[src/hdl/qrs_pkg.sv]
// Shared types and constants for the quadratic root solver.
// No dependencies; every other file in hdl/ imports this package.
package qrs_pkg;

   localparam int COEF_W = 16;
   localparam int ROOT_W = 32;
   localparam int KIND_W = 3;
   localparam int ROOT_FRAC = 16;
   localparam int RAD_SHIFT = 2 * ROOT_FRAC;

   localparam logic [KIND_W-1:0] KIND_ZERO_BOTH = 3'd0;
   localparam logic [KIND_W-1:0] KIND_ZERO_ONE  = 3'd1;
   localparam logic [KIND_W-1:0] KIND_PURE      = 3'd2;
   localparam logic [KIND_W-1:0] KIND_DOUBLE    = 3'd3;
   localparam logic [KIND_W-1:0] KIND_DISTINCT  = 3'd4;
   localparam logic [KIND_W-1:0] KIND_NONE      = 3'd5;
   localparam logic [KIND_W-1:0] KIND_DEGEN     = 3'd6;

   typedef struct packed {
      logic              valid;
      logic [KIND_W-1:0] kind;
   } qrs_ctl_type;

endpackage

[src/hdl/qrs_div_cell.sv]
// One cell of the divider chain: one quotient bit per stage for both roots.
// Depends on qrs_pkg.
module qrs_div_cell import qrs_pkg::*; #(
   parameter int QW  = COEF_W + 18,
   parameter int DMW = COEF_W + 1
) (
   input  logic            clock,
   input  logic            reset,
   input  logic            advance,
   input  qrs_ctl_type     ctl_i,
   input  logic            neg1_i,
   input  logic            neg2_i,
   input  logic [DMW-1:0]  dmag_i,
   input  logic [QW-1:0]   num1_i,
   input  logic [QW-1:0]   num2_i,
   input  logic [DMW-1:0]  rem1_i,
   input  logic [DMW-1:0]  rem2_i,
   input  logic [QW-1:0]   quo1_i,
   input  logic [QW-1:0]   quo2_i,
   output qrs_ctl_type     ctl_o,
   output logic            neg1_o,
   output logic            neg2_o,
   output logic [DMW-1:0]  dmag_o,
   output logic [QW-1:0]   num1_o,
   output logic [QW-1:0]   num2_o,
   output logic [DMW-1:0]  rem1_o,
   output logic [DMW-1:0]  rem2_o,
   output logic [QW-1:0]   quo1_o,
   output logic [QW-1:0]   quo2_o
);
   qrs_ctl_type     ctl_ff;
   logic            neg1_ff, neg2_ff;
   logic [DMW-1:0]  dmag_ff;
   logic [QW-1:0]   num1_ff, num1_in, num2_ff, num2_in;
   logic [DMW-1:0]  rem1_ff, rem1_in, rem2_ff, rem2_in;
   logic [QW-1:0]   quo1_ff, quo1_in, quo2_ff, quo2_in;
   logic [DMW:0]    t1, t2, dx;
   logic            ge1, ge2;

   always_comb begin
      dx  = {1'b0, dmag_i};
      t1  = {rem1_i, num1_i[QW-1]};
      t2  = {rem2_i, num2_i[QW-1]};
      ge1 = (t1 >= dx);
      ge2 = (t2 >= dx);
      rem1_in = ge1 ? DMW'(t1 - dx) : DMW'(t1);
      rem2_in = ge2 ? DMW'(t2 - dx) : DMW'(t2);
      quo1_in = {quo1_i[QW-2:0], ge1};
      quo2_in = {quo2_i[QW-2:0], ge2};
      num1_in = {num1_i[QW-2:0], 1'b0};
      num2_in = {num2_i[QW-2:0], 1'b0};
   end

   always_ff @(posedge clock) begin
      if (reset) begin
         ctl_ff <= '0;
      end else if (advance) begin
         ctl_ff <= ctl_i;
      end
      if (advance) begin
         neg1_ff <= neg1_i;
         neg2_ff <= neg2_i;
         dmag_ff <= dmag_i;
         num1_ff <= num1_in;
         num2_ff <= num2_in;
         rem1_ff <= rem1_in;
         rem2_ff <= rem2_in;
         quo1_ff <= quo1_in;
         quo2_ff <= quo2_in;
      end
   end

   assign ctl_o  = ctl_ff;
   assign neg1_o = neg1_ff;
   assign neg2_o = neg2_ff;
   assign dmag_o = dmag_ff;
   assign num1_o = num1_ff;
   assign num2_o = num2_ff;
   assign rem1_o = rem1_ff;
   assign rem2_o = rem2_ff;
   assign quo1_o = quo1_ff;
   assign quo2_o = quo2_ff;

endmodule

[config.mk]
export PLATFORM = sky130hd
export DESIGN_NAME = qrs_div_cell
export DESIGN_NICKNAME = d
export VERILOG_FILES = /design/src/hdl/qrs_pkg.sv /design/src/hdl/qrs_div_cell.sv
export SDC_FILE = /design/constraint.sdc
export NUM_CORES = 1
export LEC_CHECK = 0
export BUFFER_PORTS_ARGS = -buffer_cell sky130_fd_sc_hd__buf_2
export CAP_MARGIN = 20
export CORE_AREA = 2 2 151 153
export DETAILED_ROUTE_END_ITERATION = 6
export DIE_AREA = 0 0 153 155
export GPL_TIMING_DRIVEN = 0
export PLACE_DENSITY = 0.66
export REMOVE_ABC_BUFFERS = 1
export SYNTH_ARGS = -nofsm -noshare
export SYNTH_HDL_FRONTEND = slang
export SYNTH_SLANG_ARGS = --single-unit
[constraint.sdc]
create_clock -name clock -period 4.8 [get_ports clock]
set_input_delay 0.48 -clock clock [delete_from_list [all_inputs] [get_ports clock]]
set_output_delay 0.48 -clock clock [all_outputs]
set_load 0.02 [all_outputs]
* Word-level counts from Yosys, hierarchy flattened
Index checks and enable logic that the tools add are counted.
Widths: inputs -> output; s select.
** Operators by class
- $add $sub $neg :: 2
- Multiplexer cells :: 2
- Order comparisons :: 2
** Operators by type and width (count)
- $ge 18x17->1 :: 2
- $mux 17 :: 2
- $sub 17x17->17 :: 2
** Storage, ports and cells
- Register bits :: 191
- Output and inout bits :: 193
- Logic and storage cells :: 17

* Longest topological paths before layout
Gate-level depths: netlist of run 1.
- Word-level depth :: 2
- Gate-level depth with buffers :: 12
- Depth with buffers taken out :: 11

* Least setup slack after synthesis of run 1
No wires, ideal clock.
- Path kind :: input to register
- From :: in num2_i[33]
- To :: reg rem2_ff[12], in the netlist rem2_o[12], data pin
- Stages :: 11
- Path slack :: 2.064 ns
- Buffers on the path :: 1
- Data required time :: 4.540 ns
- Library setup time :: 0.260 ns
- Arrival :: 2.475 ns
- Cell sequence :: inv_1 ha_1 inv_1 fa_1 a21o_1 and2_1 o31a_2 o21ai_4 inv_2 buf_6 mux2_4
** Between the ends
- Longest elaborated chain between the ends :: 2
- Elaborated cells on any way between the ends :: 3
- Those cells by class :: add/sub: 1; order compare: 1; mux: 1
** Ends and longest elaborated chain
- start: declaration :: RTL line qrs_div_cell.sv:15 : input logic [QW-1:0] num2_i,
- $ge 18x17->1 :: RTL line qrs_div_cell.sv:45 : ge2 = (t2 >= dx);
- named net ge2 :: RTL line qrs_div_cell.sv:38 : logic ge1, ge2;
- $mux 17 :: RTL line qrs_div_cell.sv:47 : rem2_in = ge2 ? DMW'(t2 - dx) : DMW'(t2);
- named net rem2_in[12] :: RTL line qrs_div_cell.sv:35 : logic [DMW-1:0] rem1_ff, rem1_in, rem2_ff, rem2_in;
- end signal: assignment :: RTL line qrs_div_cell.sv:67 : rem2_ff <= rem2_in;
- end: declaration :: RTL line qrs_div_cell.sv:35
The timed path passes the listed nets, and every way through them passes these cells.
A chain may end at the register's enable or synchronous reset.

* Final worst setup path of run 1
- From :: in dmag_i[0]
- To :: reg rem2_ff[9], in the netlist rem2_o[9], data pin
** Between the ends
- Longest elaborated chain between the ends :: 2
- Elaborated cells on any way between the ends :: 3
- Those cells by class :: add/sub: 1; order compare: 1; mux: 1
** Ends and longest elaborated chain
- start: declaration :: RTL line qrs_div_cell.sv:13 : input logic [DMW-1:0] dmag_i,
- $sub 17x17->17 / $ge 18x17->1 (equally long branches) :: RTL line qrs_div_cell.sv:47, qrs_div_cell.sv:45
- $mux 17 (*) :: RTL line qrs_div_cell.sv:47
- named net rem2_in[9] :: RTL line qrs_div_cell.sv:35
The timed path passes the listed nets; every way through them passes the cells marked *.

==> results of run 1 <==
-- area by class of cell --
| cell class | count | area (um2) |
|---|---|---|
| inverters | 26 | 97.6 |
| fillers | 1968 | 11300 |
| repair buffers | 385 | 1960 |
| diodes | 1 | 2.50 |
| clock buffers | 17 | 425 |
| flip-flops and latches | 191 | 5700 |
| well taps | 285 | 357 |
| clock inverters | 15 | 179 |
| multi-input cells | 289 | 2170 |
-- per-layer routing --
metal | global-route usage (%) | routed length (um)
met5 | 0 | 7
met2 | 31.1 | 11500
met1 | 22.7 | 9330
met4 | 4.89 | 311
met3 | 5.82 | 1550
-- flip-flops by register name, indices dropped and copies added, names as in the netlist --
signal,flops
neg1_o,1
dmag_o,17
quo2_o,34
quo1_o,34
num1_o,33
rem2_o,17
num2_o,33
rem1_o,17
ctl_o,4
neg2_o,1
-- power groups by stage --
stage	logic, uW	clock network [uW]	registers [uW]
6_report	825	1430	2050
3_3_place_gp	821	0	2090
2_1_floorplan	274	0	2300
3_5_place_dp	830	0	2090
4_1_cts	834	1470	2050
5_1_grt	888	1530	2060
-- through the flow --
| step | hold slack (ps) | total power [uW] | cell area [um2] | worst slack (ps) |
|---|---|---|---|---|
| finish | 215 | 4310 | 10900 | 1870 |
| global route | 188 | 4480 | 10900 | 1760 |
| CTS | 193 | 4360 | 10900 | 1870 |
| detailed placement | 489 | 2920 | 10300 | 1430 |
| global placement | 473 | 2910 | 10200 | 664 |
| floorplan | 552 | 2570 | 7960 | 1970 |
-- worst paths after layout --
path / start / endpoint / slack, ps / cells after the start
min: quo1_i[20] / quo1_o[21] / 210 / 1
max: dmag_i[0] / rem2_o[9] / 1870 / 10
min reg2reg: ctl_o[1] / ctl_o[1] / 510 / 2
max reg2reg: ctl_o[2] / ctl_o[2] / 4180 / 2
-- cell usage in the layout (no fill, tap or decap), types with 5 or more instances in the layout --
cell type,count
inv_1,24
xnor2_1,15
o21a_1,10
clkinv_8,5
nor2b_1,5
nand3_1,14
edfxtp_1,187
buf_2,383
o31ai_1,6
nand2_1,34
a21o_1,15
ha_1,34
o21ai_0,16
clkbuf_16,17
nor2_1,19
a21oi_1,26
mux2_2,17
-- cells by family after synthesis --
kind of cell | after synthesis | share of synthesized area, %
flip-flops | 191 | 70.8
AO/OA/AOI/OAI | 109 | 9.41
AND/OR/NAND/NOR | 98 | 5.97
buffers and inverters | 40 | 2.32
adder cells (fa/ha/maj) | 36 | 5.78
multiplexers | 25 | 3.62
XOR/XNOR | 19 | 2.07
other | 1 | 0.0466
==> impl_metrics.py, run 1 <==
metrics = {
    "floorplan": {
        "ios": 389,
        "rows": 55,
        "die_w_um": 153,
        "dieArea_um2": 23700,
        "core_area_um2": 22200,
        "start_util_pct": 36.2,
        "die_y_um": 155,
    },
    "synth": {
        "synth_edf_count": 187,
        "ys_top_cells_by_count": "187 x edfxtp_1, 34 x ha_1, 34 x nand2_1",
        "syn_area_um2": 8050,
        "yosysMostFrequentCell": "edfxtp_1",
        "yosys.area.top_type": "edfxtp_1",
        "ys_types": 63,
        "yosys_warnings": 0,
        "synthArstFlopShare_pct": 0,
        "ys_seq_area_share_pct": 70.8,
        "avgSynthCellArea_um2": 15.5,
        "syn_inst": 519,
        "synth.area.top_cells": "edfxtp_1 70%, ha_1 5.3%, mux2_2 2.4%, xnor2_1 1.6%, a21oi_1 1.6%",
        "yosys_register_bits": 191,
        "netlist.area_leader.share_pct": 69.8,
        "yosys_most_used_dff": "edfxtp_1",
    },
    "pwr": {
        "combPwrFrac_pct": 19.2,
        "pwr-share-seq_pct": 47.5,
        "clkPwrFrac_pct": 33.3,
        "ir_worst_vdd_mv": 0.208,
        "p_sw_uw": 1270,
        "switching_share_pct": 29.5,
        "power_leakage_uw": 0.00476,
        "power_density_nw_per_um2": 396,
        "cell_internal_pwr_uw": 3030,
    },
    "run_status": {
        "status": "complete, no violations",
    },
    "flow_run": {
        "cap_violations": 0,
    },
    "critical_path": {
        "arrival_ps": 3100,
        "crit_type": "primary input to register",
        "max_stage_delay_ps": 450,
        "crit_chain": "buf_2, ha_1, inv_1, fa_1, a21o_1, and2_1, o31a_2, o21ai_4, inv_2, mux2_4",
        "path_max_fanout": 18,
        "start_kind": "primary input",
        "worst_ep_required_time_ps": 4970,
        "cp_num_buf_inv": 3,
        "cp_slowest_cell": "o21ai_4",
        "cp_top_family": "compound AO/OA/AOI/OAI gates",
        "crit_path_end_kind": "register",
    },
    "placed_design": {
        "place_congestion": 0.842,
        "dp_hpwl_um": 17700,
        "dp_cells": 1176,
        "io_buffers": 384,
    },
    "route": {
        "num_vias": 5767,
        "drt-total-wl_um": 22700,
        "wl_per_cell_um": 18.7,
        "initialDrtViolationCount": 394,
        "drc_errors": 0,
        "drtAntennaViolNets": 0,
        "dr.pass1.iters": 4,
        "vias_per_cell": 4.77,
    },
    "global_routing": {
        "grt_usage_pct": 18.3,
        "grt_overflow_total": 0,
        "grt_pass1_wl_um": 32600,
        "grt_start_max_net_pins": 129,
        "antenna_found_initial": 2,
        "first_global_vias": 5493,
    },
    "timing": {
        "finClkSkew_ps": 0,
        "rsz0062_at_grt": "false",
        "setup_viol": 0,
        "tns_ps": 0,
        "hold_viol": 0,
        "period_needed_ps": 2930,
        "fmax_mhz": 341,
        "worst_pin_slew_ps": 680,
        "slew_violations": 0,
        "relSlewSlack_pct": 54.7,
        "post-route-period-util_pct": 61.1,
    },
    "clock_tree": {
        "clkTransAtPathRegs_ps": 90,
        "cts_resized": 0,
        "holdBufCountCts": 0,
        "cts_buffer_depth": 2,
        "cts_sinks": 191,
        "cts_root_buffer": "clkbuf_16",
        "cts-buffers-inserted": 17,
        "cts_tree": "done",
        "cts_htree_levels": 4,
        "cts_setup_buffers": 0,
        "insertion_delay_ps": 420,
    },
    "layout": {
        "fin_util_pct": 49.0,
        "area_growth_pct": 35.3,
        "nets": 1142,
        "drive_gt1_share_pct": 48.9,
        "stdcell_count": 1209,
    },
    "hold_path": {
        "hp-class": "primary input to register",
    },
}
(Power assumes the default switching activity.)
==> inputs of run 2 (changes only) <==
Settings changed: CORE_AREA 2 2 151 153 to 2 2 152 154, DIE_AREA 0 0 153 155 to 0 0 154 156, PLACE_DENSITY 0.66 to unset.
Clock period 4.8 ns to 2.92 ns, I/O delays scaled along.
==> run 2 against run 1 <==
Count of clock-buffer cells in the layout did not move. Die area rose by 1.3%. Critical path type unchanged. Clock skew did not move. Worst hold slack got worse by 190 ps. Utilization fell by 0.13 points. Via count fell by 0.16%. Combinational power rose by 65%.
==> impl_metrics.py, run 2 (synthesized netlist as in run 1, its figures left out) <==
metrics = {
    "run_status": {
        "status": "complete, no violations",
    },
    "floorplan": {
        "die_w_um": 154,
        "die_y_um": 156,
        "start_util_pct": 36.0,
        "dieArea_um2": 24000,
        "core_area_um2": 22400,
        "ios": 389,
        "rows": 55,
    },
    "route": {
        "dr.pass1.iters": 4,
        "num_vias": 5758,
        "vias_per_cell": 4.74,
        "drc_errors": 0,
        "drtAntennaViolNets": 0,
        "initialDrtViolationCount": 366,
        "wl_per_cell_um": 18.4,
        "drt-total-wl_um": 22300,
    },
    "timing": {
        "fmax_mhz": 361,
        "relSlewSlack_pct": 53.2,
        "worst_pin_slew_ps": 685,
        "setup_viol": 0,
        "post-route-period-util_pct": 94.7,
        "rsz0062_at_grt": "false",
        "slew_violations": 0,
        "tns_ps": 0,
        "finClkSkew_ps": 0,
        "period_needed_ps": 2770,
        "hold_ws_ps": 26.0,
        "hold_viol": 0,
    },
    "clock_tree": {
        "cts_root_buffer": "clkbuf_16",
        "cts-buffers-inserted": 17,
        "cts_buffer_depth": 2,
        "cts_tree": "done",
        "insertion_delay_ps": 430,
        "clkTransAtPathRegs_ps": 80,
        "cts_htree_levels": 4,
        "cts_sinks": 191,
    },
    "global_routing": {
        "grt_overflow_total": 0,
        "first_global_vias": 5649,
        "use_met2_pct": 31.8,
        "met1_usage_pct": 19.3,
        "grt_use_met3_pct": 7.19,
        "grt_pass1_wl_um": 31900,
        "grt_usage_pct": 17.7,
        "grt_start_max_net_pins": 108,
        "gr-max-usage-layer": "met2",
        "antenna_found_initial": 7,
    },
    "flow_run": {
        "cap_violations": 0,
    },
    "pwr": {
        "power_density_nw_per_um2": 649,
        "ir_worst_vdd_mv": 0.327,
        "power_leakage_uw": 0.00477,
        "finalPower_uw": 7090,
    },
    "placed_design": {
        "place_congestion": 0.820,
        "io_buffers": 384,
        "dp_hpwl_um": 17200,
    },
    "critical_path": {
        "path_max_fanout": 18,
        "crit_path_end_kind": "register",
        "arrival_ps": 2950,
        "worst_ep_required_time_ps": 3100,
        "start_kind": "primary input",
        "crit_type": "primary input to register",
        "reg2reg_depth": 2,
    },
    "layout": {
        "final_common_cell": "buf_2",
        "drive_gt1_share_pct": 48.8,
        "layout_common_cells": "383 x buf_2, 187 x edfxtp_1, 34 x nand2_1, 34 x ha_1, 26 x a21oi_1",
        "area_growth_pct": 35.7,
        "nets": 1144,
    },
    "hold_path": {
        "hp-class": "primary input to register",
        "worstHoldPathCells": 1,
    },
}
run 2: changes by cell type in the layout (fill, tap and decap cells not counted), sizes merged:
cell / before / now
inv: 34 / 33
dlygate4sd3: 0 / 2
clkinv: 7 / 8
diode: 1 / 5
run 2: metrics by stage:
| step | util (%) | std cells | setup slack [ps] | area (um2) |
|---|---|---|---|---|
| 5_1_grt | 48.8 | 1213 | 15.4 | 10900 |
| 4_1_cts | 48.7 | 1208 | 134 | 10900 |
| 2_1_floorplan | - | 506 | 274 | 7960 |
| 3_3_place_gp | 45.8 | 1175 | -1060 | 10200 |
| 3_5_place_dp | 46.0 | 1176 | -275 | 10300 |
| 6_report | 48.8 | 1215 | 154 | 10900 |
run 2: layout make-up:
type                    count  area, um2
well taps                 285        357
fillers                  2037      11400
flip-flops and latches    191       5700
clock buffers              17        425
diodes                      5       12.5
clock inverters            15        186
repair buffers            387       1980
multi-input cells         289       2170
inverters                  26       97.6
run 2: path summary, 6_finish.rpt:
path                end  slack (ps)      start
max          rem2_o[14]         150  dmag_i[0]
min           quo2_o[9]          30  quo2_i[8]
max reg2reg    ctl_o[1]        2330   ctl_o[1]
min reg2reg    ctl_o[3]         490   ctl_o[3]
run 2: critical path, stage by stage:
cell and delay (ps):
buf_2 150, ha_1 190, inv_1 60, fa_1 420, a21o_1 210, and2_1 170
o31a_2 330, o21ai_4 470, inv_2 290, mux2_4 360
run 2: what timing repair did:
| item | CTS | global route |
|---|---|---|
| endpoints found under the hold margin | 0 | 2 |
| setup buffers | 0 | 0 |
| gates resized for setup | 0 | 0 |
| hold buffers | 0 | 2 |
run 2: metal layers:
metal  up-vias  wire length, um
li1       2782                -
met1      2725             8370
met2       231            11700
met3        18             2060
met4         2              206
met5         -               13
run 2: where the power goes:
group / internal, uW / leakage (uW) / switching [uW]
combinational: 514 / 0.00261 / 841
clock: 1170 / 0.000296 / 1200
sequential: 3310 / 0.00186 / 55.3
total: 5000 / 0.00477 / 2100
==> inputs of run 3 (changes only) <==
Settings changed: CORE_AREA 2 2 152 154 to 2 2 149 151, CTS_BUF_LIST set to sky130_fd_sc_hd__clkbuf_4 sky130_fd_sc_hd__clkbuf_8, DIE_AREA 0 0 154 156 to 0 0 151 153, PLACE_DENSITY set to 0.67.
==> run 3 against run 2 <==
Sequential cell count unchanged. Critical endpoint is now rem1_o[14]. Largest cell class unchanged. First-iteration DRC count increased by 0.82%. Clock skew did not move.
==> impl_metrics.py, run 3 (synthesized netlist as in run 1, its figures left out) <==
metrics = {
    "run_status": {
        "status": "complete, no violations",
    },
    "floorplan": {
        "core_area_um2": 21500,
        "rows": 54,
        "die_w_um": 151,
        "ios": 389,
        "start_util_pct": 37.5,
        "dieArea_um2": 23100,
        "die_y_um": 153,
    },
    "placed_design": {
        "io_buffers": 384,
        "placed_cell_area_um2": 10300,
        "dp_cells": 1171,
        "place_ws_ps": -182,
        "dp_hpwl_um": 17700,
        "place_congestion": 0.845,
    },
    "critical_path": {
        "arrival_ps": 3020,
        "path_max_fanout": 5,
        "crit_type": "primary input to register",
        "worst_ep_required_time_ps": 3140,
        "start_kind": "primary input",
        "crit_path_end_kind": "register",
    },
    "timing": {
        "hold_ws_ps": 52.4,
        "rsz0062_at_grt": "false",
        "fmax_mhz": 357,
        "hold_viol": 0,
        "setup_viol": 0,
        "worst_pin_slew_ps": 795,
        "relSlewSlack_pct": 45.6,
        "setup_slack_ps": 117,
        "post-route-period-util_pct": 96.0,
        "finClkSkew_ps": 0,
        "slew_violations": 0,
        "period_needed_ps": 2800,
    },
    "route": {
        "vias_per_cell": 4.79,
        "drtAntennaViolNets": 0,
        "num_vias": 6515,
        "wl_per_cell_um": 18.4,
        "dr.pass1.iters": 5,
        "drc_errors": 0,
        "initialDrtViolationCount": 369,
        "drt-total-wl_um": 25000,
    },
    "clock_tree": {
        "cts-buffers-inserted": 17,
        "cts_tree": "done",
        "cts_sinks": 191,
        "insertion_delay_ps": 460,
        "cts_htree_levels": 4,
        "cts_root_buffer": "clkbuf_8",
        "cts_buffer_depth": 2,
        "clkTransAtPathRegs_ps": 100,
    },
    "pwr": {
        "switching_share_pct": 30.7,
        "p_sw_uw": 2050,
        "ir_worst_vdd_mv": 0.283,
        "cell_internal_pwr_uw": 4630,
        "combPwrFrac_pct": 23.4,
        "finalPower_uw": 6680,
        "power_leakage_uw": 0.00533,
        "pwr-share-seq_pct": 50.5,
        "power_density_nw_per_um2": 546,
        "clkPwrFrac_pct": 26.2,
    },
    "flow_run": {
        "cap_violations": 0,
    },
    "layout": {
        "diodes": 0,
        "multi_input_area_um2": 2180,
        "design_area_um2": 12200,
        "area_growth_pct": 52.2,
        "nets": 1299,
        "drive_gt1_share_pct": 42.8,
        "layout_common_cells": "383 x buf_2, 187 x edfxtp_1, 150 x dlygate4sd3_1",
        "regArea_um2": 5700,
        "final_common_cell": "buf_2",
        "fillers": 1724,
        "stdcell_count": 1360,
    },
    "global_routing": {
        "grt_start_max_net_pins": 120,
        "grt_usage_pct": 20.8,
        "grt_pass1_wl_um": 36300,
        "grt_overflow_total": 0,
        "antenna_found_initial": 0,
        "first_global_vias": 6626,
    },
    "hold_path": {
        "hp-class": "primary input to register",
    },
}
run 3: cell count changes in the layout (fill, tap and decap cells not counted), sizes merged:
cell,change
dlygate4sd3,+148
buf,+7
diode,-5
clkbuf,+1
clkinv,-1
run 3: worst max-delay path, cell delays in order:
cell           delay (ps)
dlygate4sd3_1         530
buf_2                 110
inv_1                  70
ha_1                  370
a21oi_2               210
o211ai_1              180
a221oi_1              590
o21ai_0               210
xor2_1                180
mux2_2                270
run 3: worst paths after layout:
kind | slack, ps | start | to | cells past startpoint
min reg2reg | 510 | ctl_o[2] | ctl_o[2] | 2
min | 50 | dmag_i[13] | dmag_o[13] | 1
max | 120 | dmag_i[2] | rem1_o[14] | 10
max reg2reg | 2290 | ctl_o[1] | ctl_o[1] | 2
run 3: through the flow:
| stage | util [%] | TNS, ps |
|---|---|---|
| floorplan | - | 0 |
| global placement | 47.6 | -171650 |
| detailed placement | 47.8 | -3390 |
| CTS | 56.7 | 0 |
| global route | 57.0 | 0 |
| finish | 57.0 | 0 |
run 3: power by group through the flow:
stage | clock, uW | combinational, uW | sequential, uW
5_1_grt | 1900 | 1670 | 3390
2_1_floorplan | 0 | 450 | 3770
4_1_cts | 1810 | 1530 | 3370
3_3_place_gp | 0 | 1340 | 3430
3_5_place_dp | 0 | 1360 | 3430
6_report | 1750 | 1560 | 3370
run 3: area by class of cell:
cell class	instances	area share [%]
Sequential cell	191	46.5
Timing Repair Buffer	542	28.7
Multi-Input combinational cell	289	17.8
Tap cell	280	2.86
Clock buffer	18	1.97
Clock inverter	14	1.33
Inverter	26	0.817
run 3: metal layers:
layer | routed length [um] | track usage (%) | vias up
met3 | 1640 | 4.93 | 50
met1 | 9530 | 23.3 | 3121
met2 | 13100 | 37.9 | 259
met4 | 745 | 8.06 | 0
met5 | 0 | 0 | -
li1 | - | - | 3085
run 3: timing repair:
item,4_1_cts,5_1_grt
buffers inserted,0,7
hold buffers,150,0
setup endpoints to repair,0,24
resized for setup,0,5
hold endpoints to repair,153,0
